[src/aaba_pkg.sv]
// ============================================================================
// aaba_pkg
// Shared types and constants for the aligned arena bump allocator.
// ============================================================================
`default_nettype none

package aaba_pkg;

  // Number of arena slots held in the table.
  localparam int ARENA_SLOTS = 4;
  // Width of a slot index into the table.
  localparam int SLOT_W = (ARENA_SLOTS > 1) ? $clog2(ARENA_SLOTS) : 1;
  // Width of the arena_id and granted_id fields.
  localparam int ID_W = 2;
  // Only slots whose index fits in granted_id can be claimed by create.
  localparam int CREATE_LIMIT = (ARENA_SLOTS < (1 << ID_W)) ? ARENA_SLOTS : (1 << ID_W);
  localparam int DATA_W = 32;

  typedef enum logic [1:0] {
    OP_CREATE  = 2'd0,
    OP_ALLOC   = 2'd1,
    OP_RESET   = 2'd2,
    OP_DESTROY = 2'd3
  } op_t;

  typedef enum logic [1:0] {
    ST_OK     = 2'd0,
    ST_BAD    = 2'd1,
    ST_ROOM   = 2'd2,
    ST_NOSLOT = 2'd3
  } status_t;

  typedef struct packed {
    logic              live;
    logic [DATA_W-1:0] base;
    logic [DATA_W-1:0] size;
    logic [DATA_W-1:0] used;
  } slot_t;

  // One write into the slot table.
  typedef struct packed {
    logic              en;
    logic [SLOT_W-1:0] idx;
    slot_t             data;
  } slot_upd_t;

  // One result item.
  typedef struct packed {
    status_t           status;
    logic [ID_W-1:0]   granted;
    logic [DATA_W-1:0] address;
    logic [DATA_W-1:0] remaining;
  } result_t;

endpackage

`default_nettype wire

[src/aaba_slot_table.sv]
// ============================================================================
// aaba_slot_table
// Register-held arena table with one write port and all slots visible.
// ============================================================================
`default_nettype none

module aaba_slot_table (
  input  wire logic               clk,
  input  wire logic               rst,
  input  wire aaba_pkg::slot_upd_t upd,
  output aaba_pkg::slot_t          slots [aaba_pkg::ARENA_SLOTS]
);

  aaba_pkg::slot_t table_q [aaba_pkg::ARENA_SLOTS];

  always_ff @(posedge clk) begin
    if (rst) begin
      for (int i = 0; i < aaba_pkg::ARENA_SLOTS; i++) begin
        table_q[i] <= '0;
      end
    end else if (upd.en) begin
      table_q[upd.idx] <= upd.data;
    end
  end

  assign slots = table_q;

endmodule

`default_nettype wire

[src/aaba_exec.sv]
// ============================================================================
// aaba_exec
// Combinational command logic: slot search, align-up, fit check, result.
// ============================================================================
`default_nettype none

module aaba_exec (
  input  wire aaba_pkg::op_t              op,
  input  wire logic [aaba_pkg::ID_W-1:0]   arena_id,
  input  wire logic [aaba_pkg::DATA_W-1:0] byte_count,
  input  wire logic [aaba_pkg::DATA_W-1:0] alignment,
  input  wire logic [aaba_pkg::DATA_W-1:0] region_base,
  input  wire aaba_pkg::slot_t             slots [aaba_pkg::ARENA_SLOTS],
  output aaba_pkg::result_t                res,
  output aaba_pkg::slot_upd_t              upd
);

  logic                              free_found;
  logic [aaba_pkg::SLOT_W-1:0]       free_idx;
  logic                              id_in_range;
  logic [aaba_pkg::SLOT_W-1:0]       sel;
  aaba_pkg::slot_t                   cur;
  logic [aaba_pkg::DATA_W-1:0]       mask;
  logic                              pow2;
  logic [aaba_pkg::DATA_W:0]         start;
  logic [aaba_pkg::DATA_W-1:0]       room;
  logic                              nofit;
  logic [aaba_pkg::DATA_W-1:0]       left_now;

  // Lowest free slot among those that create may claim.
  always_comb begin
    free_found = 1'b0;
    free_idx   = '0;
    for (int i = aaba_pkg::CREATE_LIMIT - 1; i >= 0; i--) begin
      if (!slots[i].live) begin
        free_found = 1'b1;
        free_idx   = aaba_pkg::SLOT_W'(i);
      end
    end
  end

  assign id_in_range = (32'(arena_id) < aaba_pkg::ARENA_SLOTS);
  assign sel         = id_in_range ? aaba_pkg::SLOT_W'(arena_id) : '0;
  assign cur         = slots[sel];
  assign left_now    = cur.size - cur.used;

  // Align-up carried in one extra bit so that it never wraps.
  assign mask  = alignment - aaba_pkg::DATA_W'(1);
  assign pow2  = (alignment != '0) && ((alignment & mask) == '0);
  assign start = ({1'b0, cur.used} + {1'b0, mask}) & ~{1'b0, mask};
  assign room  = cur.size - start[aaba_pkg::DATA_W-1:0];
  assign nofit = (start > {1'b0, cur.size}) || (byte_count > room);

  always_comb begin
    res         = '0;
    res.status  = aaba_pkg::ST_OK;
    upd         = '0;
    upd.idx     = sel;
    upd.data    = cur;
    case (op)
      aaba_pkg::OP_CREATE: begin
        if ((byte_count != '0) && free_found) begin
          upd.en        = 1'b1;
          upd.idx       = free_idx;
          upd.data.live = 1'b1;
          upd.data.base = region_base;
          upd.data.size = byte_count;
          upd.data.used = '0;
          res.granted   = aaba_pkg::ID_W'(free_idx);
          res.remaining = byte_count;
        end else begin
          res.status = aaba_pkg::ST_NOSLOT;
        end
      end
      default: begin
        if (!(id_in_range && cur.live)) begin
          res.status = aaba_pkg::ST_BAD;
        end else begin
          case (op)
            aaba_pkg::OP_ALLOC: begin
              if (!pow2) begin
                res.status    = aaba_pkg::ST_BAD;
                res.remaining = left_now;
              end else if (nofit) begin
                res.status    = aaba_pkg::ST_ROOM;
                res.remaining = left_now;
              end else begin
                upd.en        = 1'b1;
                upd.data.used = start[aaba_pkg::DATA_W-1:0] + byte_count;
                res.address   = cur.base + start[aaba_pkg::DATA_W-1:0];
                res.remaining = room - byte_count;
              end
            end
            aaba_pkg::OP_RESET: begin
              upd.en        = 1'b1;
              upd.data.used = '0;
              res.remaining = cur.size;
            end
            default: begin
              upd.en   = 1'b1;
              upd.data = '0;
            end
          endcase
        end
      end
    endcase
  end

endmodule

`default_nettype wire

[src/aligned_arena_bump_allocator.sv]
// ============================================================================
// aligned_arena_bump_allocator
// Bump-pointer allocator over a small table of arenas, one request per cycle unless the result side stalls.
// ============================================================================
// The block takes one request per clock cycle unless the result channel
// stalls, and answers each with exactly one result: a request is captured
// in an input register, decoded against the arena table, and its result
// lands in the result register at the same edge that the table is updated,
// so back-to-back requests always see the effect of the one before.
// Create claims the lowest free slot for a nonzero size; allocate rounds
// the used count up to a power-of-two alignment without wraparound and
// hands out base plus the aligned offset; reset empties an arena and
// destroy frees its slot. Every result carries the remaining bytes of the
// arena it addressed.
`default_nettype none

module aligned_arena_bump_allocator (
  input  wire logic        clk,
  input  wire logic        rst,
  // Request channel.
  input  wire logic        in_valid,
  output logic             in_ready,
  input  wire logic [1:0]  op,
  input  wire logic [1:0]  arena_id,
  input  wire logic [31:0] byte_count,
  input  wire logic [31:0] alignment,
  input  wire logic [31:0] region_base,
  // Result channel.
  output logic             out_valid,
  input  wire logic        out_ready,
  output logic [1:0]       status,
  output logic [1:0]       granted_id,
  output logic [31:0]      address,
  output logic [31:0]      remaining
);

  // Input register.
  logic                              req_valid;
  aaba_pkg::op_t                     req_op;
  logic [aaba_pkg::ID_W-1:0]         req_id;
  logic [aaba_pkg::DATA_W-1:0]       req_count;
  logic [aaba_pkg::DATA_W-1:0]       req_align;
  logic [aaba_pkg::DATA_W-1:0]       req_base;

  // Result register.
  logic                              res_valid;
  aaba_pkg::result_t                 res_q;

  aaba_pkg::slot_t                   slots [aaba_pkg::ARENA_SLOTS];
  aaba_pkg::result_t                 res_next;
  aaba_pkg::slot_upd_t               upd_raw;
  aaba_pkg::slot_upd_t               upd;
  logic                              advance;

  // The decoded request moves on whenever the result register is free or
  // being emptied in this cycle.
  assign advance  = !res_valid || out_ready;
  assign in_ready = !req_valid || advance;

  always_ff @(posedge clk) begin
    if (rst) begin
      req_valid <= 1'b0;
    end else if (in_ready) begin
      req_valid <= in_valid;
    end
  end

  always_ff @(posedge clk) begin
    if (in_valid && in_ready) begin
      req_op    <= aaba_pkg::op_t'(op);
      req_id    <= arena_id;
      req_count <= byte_count;
      req_align <= alignment;
      req_base  <= region_base;
    end
  end

  aaba_exec u_exec (
    .op          (req_op),
    .arena_id    (req_id),
    .byte_count  (req_count),
    .alignment   (req_align),
    .region_base (req_base),
    .slots       (slots),
    .res         (res_next),
    .upd         (upd_raw)
  );

  // The table is only written when the request actually leaves the input
  // register, so a stalled request never updates an arena twice.
  always_comb begin
    upd    = upd_raw;
    upd.en = upd_raw.en && req_valid && advance;
  end

  aaba_slot_table u_table (
    .clk   (clk),
    .rst   (rst),
    .upd   (upd),
    .slots (slots)
  );

  always_ff @(posedge clk) begin
    if (rst) begin
      res_valid <= 1'b0;
    end else if (advance) begin
      res_valid <= req_valid;
    end
  end

  always_ff @(posedge clk) begin
    if (advance && req_valid) begin
      res_q <= res_next;
    end
  end

  assign out_valid  = res_valid;
  assign status     = res_q.status;
  assign granted_id = res_q.granted;
  assign address    = res_q.address;
  assign remaining  = res_q.remaining;

  // Table consistency: a live arena never has more used than its size, and
  // a free slot is fully cleared.
  logic table_bad;

  always_comb begin
    table_bad = 1'b0;
    for (int i = 0; i < aaba_pkg::ARENA_SLOTS; i++) begin
      if (slots[i].live && (slots[i].used > slots[i].size)) begin
        table_bad = 1'b1;
      end
      if (!slots[i].live && ((slots[i].size != '0) || (slots[i].used != '0))) begin
        table_bad = 1'b1;
      end
    end
  end

  a_table_consistent : assert property (@(posedge clk) disable iff (rst)
    !table_bad)
    else $error("arena table holds an inconsistent slot");

  a_fail_has_no_grant : assert property (@(posedge clk) disable iff (rst)
    out_valid && (status != aaba_pkg::ST_OK) |-> (address == '0) && (granted_id == '0))
    else $error("failed request reports an address or a granted slot");

  a_stall_holds_request : assert property (@(posedge clk) disable iff (rst)
    req_valid && !advance |=> req_valid && $stable(req_op) && $stable(req_id))
    else $error("stalled request was lost or changed");

endmodule

`default_nettype wire

[config.mk]
export PLATFORM = sky130hd
export DESIGN_NAME = aligned_arena_bump_allocator
export DESIGN_NICKNAME = d
export VERILOG_FILES = /design/src/aaba_pkg.sv /design/src/aaba_slot_table.sv /design/src/aaba_exec.sv /design/src/aligned_arena_bump_allocator.sv
export SDC_FILE = /design/constraint.sdc
export NUM_CORES = 2
export LEC_CHECK = 0
export BUFFER_PORTS_ARGS = -buffer_cell sky130_fd_sc_hd__buf_2
export CAP_MARGIN = 20
export CORE_ASPECT_RATIO = 0.7
export CORE_MARGIN = 2
export CORE_UTILIZATION = 64
export DETAILED_ROUTE_END_ITERATION = 8
export HOLD_SLACK_MARGIN = 0.06
export PLACE_DENSITY = 0.82
export SLEW_MARGIN = 10
export SYNTH_ARGS = -nofsm -noshare
export SYNTH_HDL_FRONTEND = slang
export SYNTH_SLANG_ARGS = --single-unit
[constraint.sdc]
create_clock -name clk -period 18.9 [get_ports clk]
set_clock_uncertainty 0.2 [all_clocks]
set_input_delay 0.945 -clock clk [delete_from_list [all_inputs] [get_ports clk]]
set_output_delay 0.945 -clock clk [all_outputs]
set_load 0.02 [all_outputs]
==> metrics.yaml <==
finish:
  final_cells: 4364
  area.growth.synth_to_final_pct: 9.343
  fillers: 3874
  multi_input_comb_area_sq_um: 18780
  layout-drive-gt1-share: 0.1178
  layout.area.seq_sq_um: 12850
  layout.nets: 3988
critical_path:
  timing.critical_path.fanout_max: 92
  cpPeakStageDelay_ps: 910
  timing.critical_path.to_type: "flip-flop"
  timing.critical_path.max_delay_family: "compound AO/OA/AOI/OAI gates"
  number_of_stages_on_the_worst_setup_path: 43
  timing.critical_path.buf_inv: 6
  depth_of_the_worst_register_to_register_path: 43
  critPathRequiredTime_ps: 19220
  cp_data_arrival_time_ps: 12260
  crit_slowest_cell: "sky130_fd_sc_hd__buf_4"
  crit_type: "reg2reg"
  path_common_cell: "sky130_fd_sc_hd__a21oi_1"
  startpoint_type: "flip-flop"
grt:
  globalRouteOverflowTotal: 0
  overall_track_demand_over_capacity_in_global_routing: 0.3589
  first_global_vias: 26577
  antenna_found_initial: 2
  grt_max_degree: 172
  grt_pass1_wl_mm: 152.3
cts:
  clock_tree.htree_level_count: 2
  cts_sinks: 558
  cts.repair.resized: 0
  worst_setup_hold_path_clk_slew_ps: 70
  clock_insertion_delay_worst_skew_ps: 640
  root_buffer: "sky130_fd_sc_hd__clkbuf_16"
  tritoncts: "yes"
  cts.path.max_buffers: 3
  cts_setup_buffers: 0
  cts_hold_buf: 0
  cts-buffers-inserted: 52
routing:
  vias: 28479
  wl_mm: 98.67
  first_iter_violations: 3334
  route.antenna.remaining_nets: 0
  wl_per_cell_um: 22.61
  post_drt_via_cell_ratio: 6.526
  detailedRoute.firstPassIterationCount: 6
  number_of_remaining_drc_errors: 0
power_and_ir_drop:
  vdd_drop_max_v: 0.00007149
  power.density_nw_per_um2: 80.97
  p_leak_nw: 13.69
synthesis:
  synth_area_per_cell_sq_um: 9.282
  syn_inst: 3584
  synth.ff_latch_count: 558
  post_synth_instance_area_sq_um: 33270
  synth.yosys.seq_area_share: 0.3864
  net_count_synth: 3931
  synth_edf_count: 168
  synth.distinct_cells: 86
  dominantRegCellSynth: "sky130_fd_sc_hd__dfxtp_1"
  ys_async_sr_fraction: 0
  yosysWarnings: 0
placement:
  place_hpwl_mm: 69.01
  port_buffers: 173
  numPlacedInstances: 4259
  routabilityCongestion: 1.010
sta:
  grt_setup_unrepaired: "false"
  timing.final.setup_violations: 0
  whs_ps: 248.9
  timing_hold_violations_final: 0
  final_min_period_over_clock_period: 0.6320
  maxClockFrequency_ghz: 0.08372
  worst_slew_margin_rel: 0.2662
  slew_viol_final: 0
  final.min_clock_period_ps: 11940
  setup_total_negative_slack_ps: 0
  tightestPinTransition_ps: 1101
die:
  core_area_sq_um: 51020
  initial_utilization: 0.6520
  die-area_sq_um: 53850
  num_io_pins: 174
  die-width_um: 276.5
  die_y_um: 194.7
  rows: 69
worst_hold_path:
  worstHoldPathCells: 2
  timing.hold.worst.class: "reg2reg"
status:
  run_status: "finished, final reports clean"
job:
  max_cap_violations: 0
power breakdown:
group / switching, mW / internal [mW] / total, mW
clock: 0.489 / 0.651 / 1.14
sequential: 0.0252 / 1.26 / 1.29
combinational: 0.320 / 0.197 / 0.517
cell usage after synthesis (25+ instances only):
master	n	area [sq um]
sky130_fd_sc_hd__edfxtp_1	168	5045
sky130_fd_sc_hd__mux4_2	96	2162
sky130_fd_sc_hd__nor2_1	468	1757
sky130_fd_sc_hd__a211oi_1	323	2425
sky130_fd_sc_hd__o21ai_0	110	550.5
sky130_fd_sc_hd__xor2_1	55	481.7
sky130_fd_sc_hd__a21oi_1	238	1191
sky130_fd_sc_hd__nand2_1	249	934.7
sky130_fd_sc_hd__ha_1	237	2965
sky130_fd_sc_hd__nand3_1	44	220.2
sky130_fd_sc_hd__a21o_1	70	525.5
sky130_fd_sc_hd__a22oi_1	108	810.8
sky130_fd_sc_hd__nand2b_1	31	193.9
sky130_fd_sc_hd__o21a_1	34	255.2
sky130_fd_sc_hd__or3_1	25	156.4
sky130_fd_sc_hd__clkbuf_1	136	510.5
sky130_fd_sc_hd__dfxtp_1	390	7807
sky130_fd_sc_hd__xnor2_1	121	1060
sky130_fd_sc_hd__buf_2	53	265.3
sky130_fd_sc_hd__nor3_1	33	165.2
sky130_fd_sc_hd__nor2b_1	28	175.2
sky130_fd_sc_hd__inv_1	216	810.8
cells by family (layout without fill, tap and decap cells):
kind of cell / count (synthesis) / in the layout / share of synthesized area
compound gates: 1046 / 1046 / 0.2133
simple gates: 1016 / 1016 / 0.1379
flops: 558 / 558 / 0.3864
buf+inv: 425 / 526 / 0.05040
fa+ha+maj: 257 / 257 / 0.09700
xor+xnor: 176 / 176 / 0.04634
mux: 106 / 106 / 0.06872
other cells: 0 / 5 / 0
worst reg2reg max path, delay by kind of cell (launching register included):
kind | cells | cell delay, ps
buf+inv | 6 | 2460
compound gates | 19 | 4190
fa+ha+maj | 4 | 1410
flops | 1 | 420
xor+xnor | 2 | 330
simple gates | 12 | 2880
registers in the layout, summed over array words and instances, names as in the netlist:
name / cells
u_table.slots: 388
address: 32
remaining: 32
req_align: 32
req_base: 32
req_count: 32
granted_id: 2
req_id: 2
req_op: 2
status: 2
out_valid: 1
req_valid: 1
per-stage QoR:
step	worst slack (ps)	utilization	area (sq um)	total power, mW
after global routing	6219	0.7126	36360	3.043
after CTS	6813	0.7120	36330	2.935
after global placement	7210	0.6747	34420	1.810
after floorplan	8444	-	33270	1.675
after detailed placement	6947	0.6758	34480	1.811
final	6956	0.7129	36370	2.945
final timing paths:
| path | from | to | slack (ps) |
|---|---|---|---|
| hold reg to reg | u_table.slots[100] | u_table.slots[100] | 250 |
| setup / recovery | req_align[2] | u_table.slots[240] | 6960 |
| hold / removal | u_table.slots[100] | u_table.slots[100] | 250 |
| setup reg to reg | req_align[2] | u_table.slots[240] | 6960 |
cell usage in the layout (no fill, tap or decap), types with 15 or more instances in the layout:
| cell | synthesis | final |
|---|---|---|
| sky130_fd_sc_hd__a211oi_1 | 323 | 323 |
| sky130_fd_sc_hd__a21o_1 | 70 | 70 |
| sky130_fd_sc_hd__a21oi_1 | 238 | 237 |
| sky130_fd_sc_hd__a22oi_1 | 108 | 108 |
| sky130_fd_sc_hd__a31oi_1 | 21 | 21 |
| sky130_fd_sc_hd__and2_1 | 17 | 15 |
| sky130_fd_sc_hd__buf_2 | 53 | 172 |
| sky130_fd_sc_hd__buf_4 | 2 | 28 |
| sky130_fd_sc_hd__clkbuf_16 | 0 | 54 |
| sky130_fd_sc_hd__dfxtp_1 | 390 | 390 |
| sky130_fd_sc_hd__edfxtp_1 | 168 | 168 |
| sky130_fd_sc_hd__ha_1 | 237 | 237 |
| sky130_fd_sc_hd__inv_1 | 216 | 215 |
| sky130_fd_sc_hd__mux4_2 | 96 | 96 |
| sky130_fd_sc_hd__nand2_1 | 249 | 249 |
| sky130_fd_sc_hd__nand2b_1 | 31 | 31 |
| sky130_fd_sc_hd__nand3_1 | 44 | 44 |
| sky130_fd_sc_hd__nand3b_1 | 17 | 17 |
| sky130_fd_sc_hd__nand4_1 | 22 | 22 |
| sky130_fd_sc_hd__nor2_1 | 468 | 468 |
| sky130_fd_sc_hd__nor2b_1 | 28 | 28 |
| sky130_fd_sc_hd__nor3_1 | 33 | 31 |
| sky130_fd_sc_hd__nor4_1 | 24 | 24 |
| sky130_fd_sc_hd__o21a_1 | 34 | 34 |
| sky130_fd_sc_hd__o21ai_0 | 110 | 110 |
| sky130_fd_sc_hd__o21bai_1 | 23 | 23 |
| sky130_fd_sc_hd__o31ai_1 | 15 | 15 |
| sky130_fd_sc_hd__or3_1 | 25 | 25 |
| sky130_fd_sc_hd__xnor2_1 | 121 | 121 |
| sky130_fd_sc_hd__xor2_1 | 55 | 55 |
cell type report:
type / instances / share of cell area
Tap cell: 674 / 0.02318
Timing Repair Buffer: 209 / 0.03357
Multi-Input combinational cell: 2601 / 0.5163
Clock inverter: 29 / 0.01004
Clock buffer: 69 / 0.04062
Antenna cell: 5 / 0.0003440
Sequential cell: 558 / 0.3533
Inverter: 219 / 0.02263
metal layers:
layer / track usage / part of all wire / up-vias / routed length (um)
li1: - / - / 13259 / -
met1: 0.5034 / 0.42 / 13473 / 41560
met2: 0.5524 / 0.44 / 1522 / 43890
met3: 0.07681 / 0.10 / 223 / 9991
met4: 0.1233 / 0.033 / 2 / 3212
met5: 0 / 0.00013 / - / 13
(Power assumes the default switching activity.)
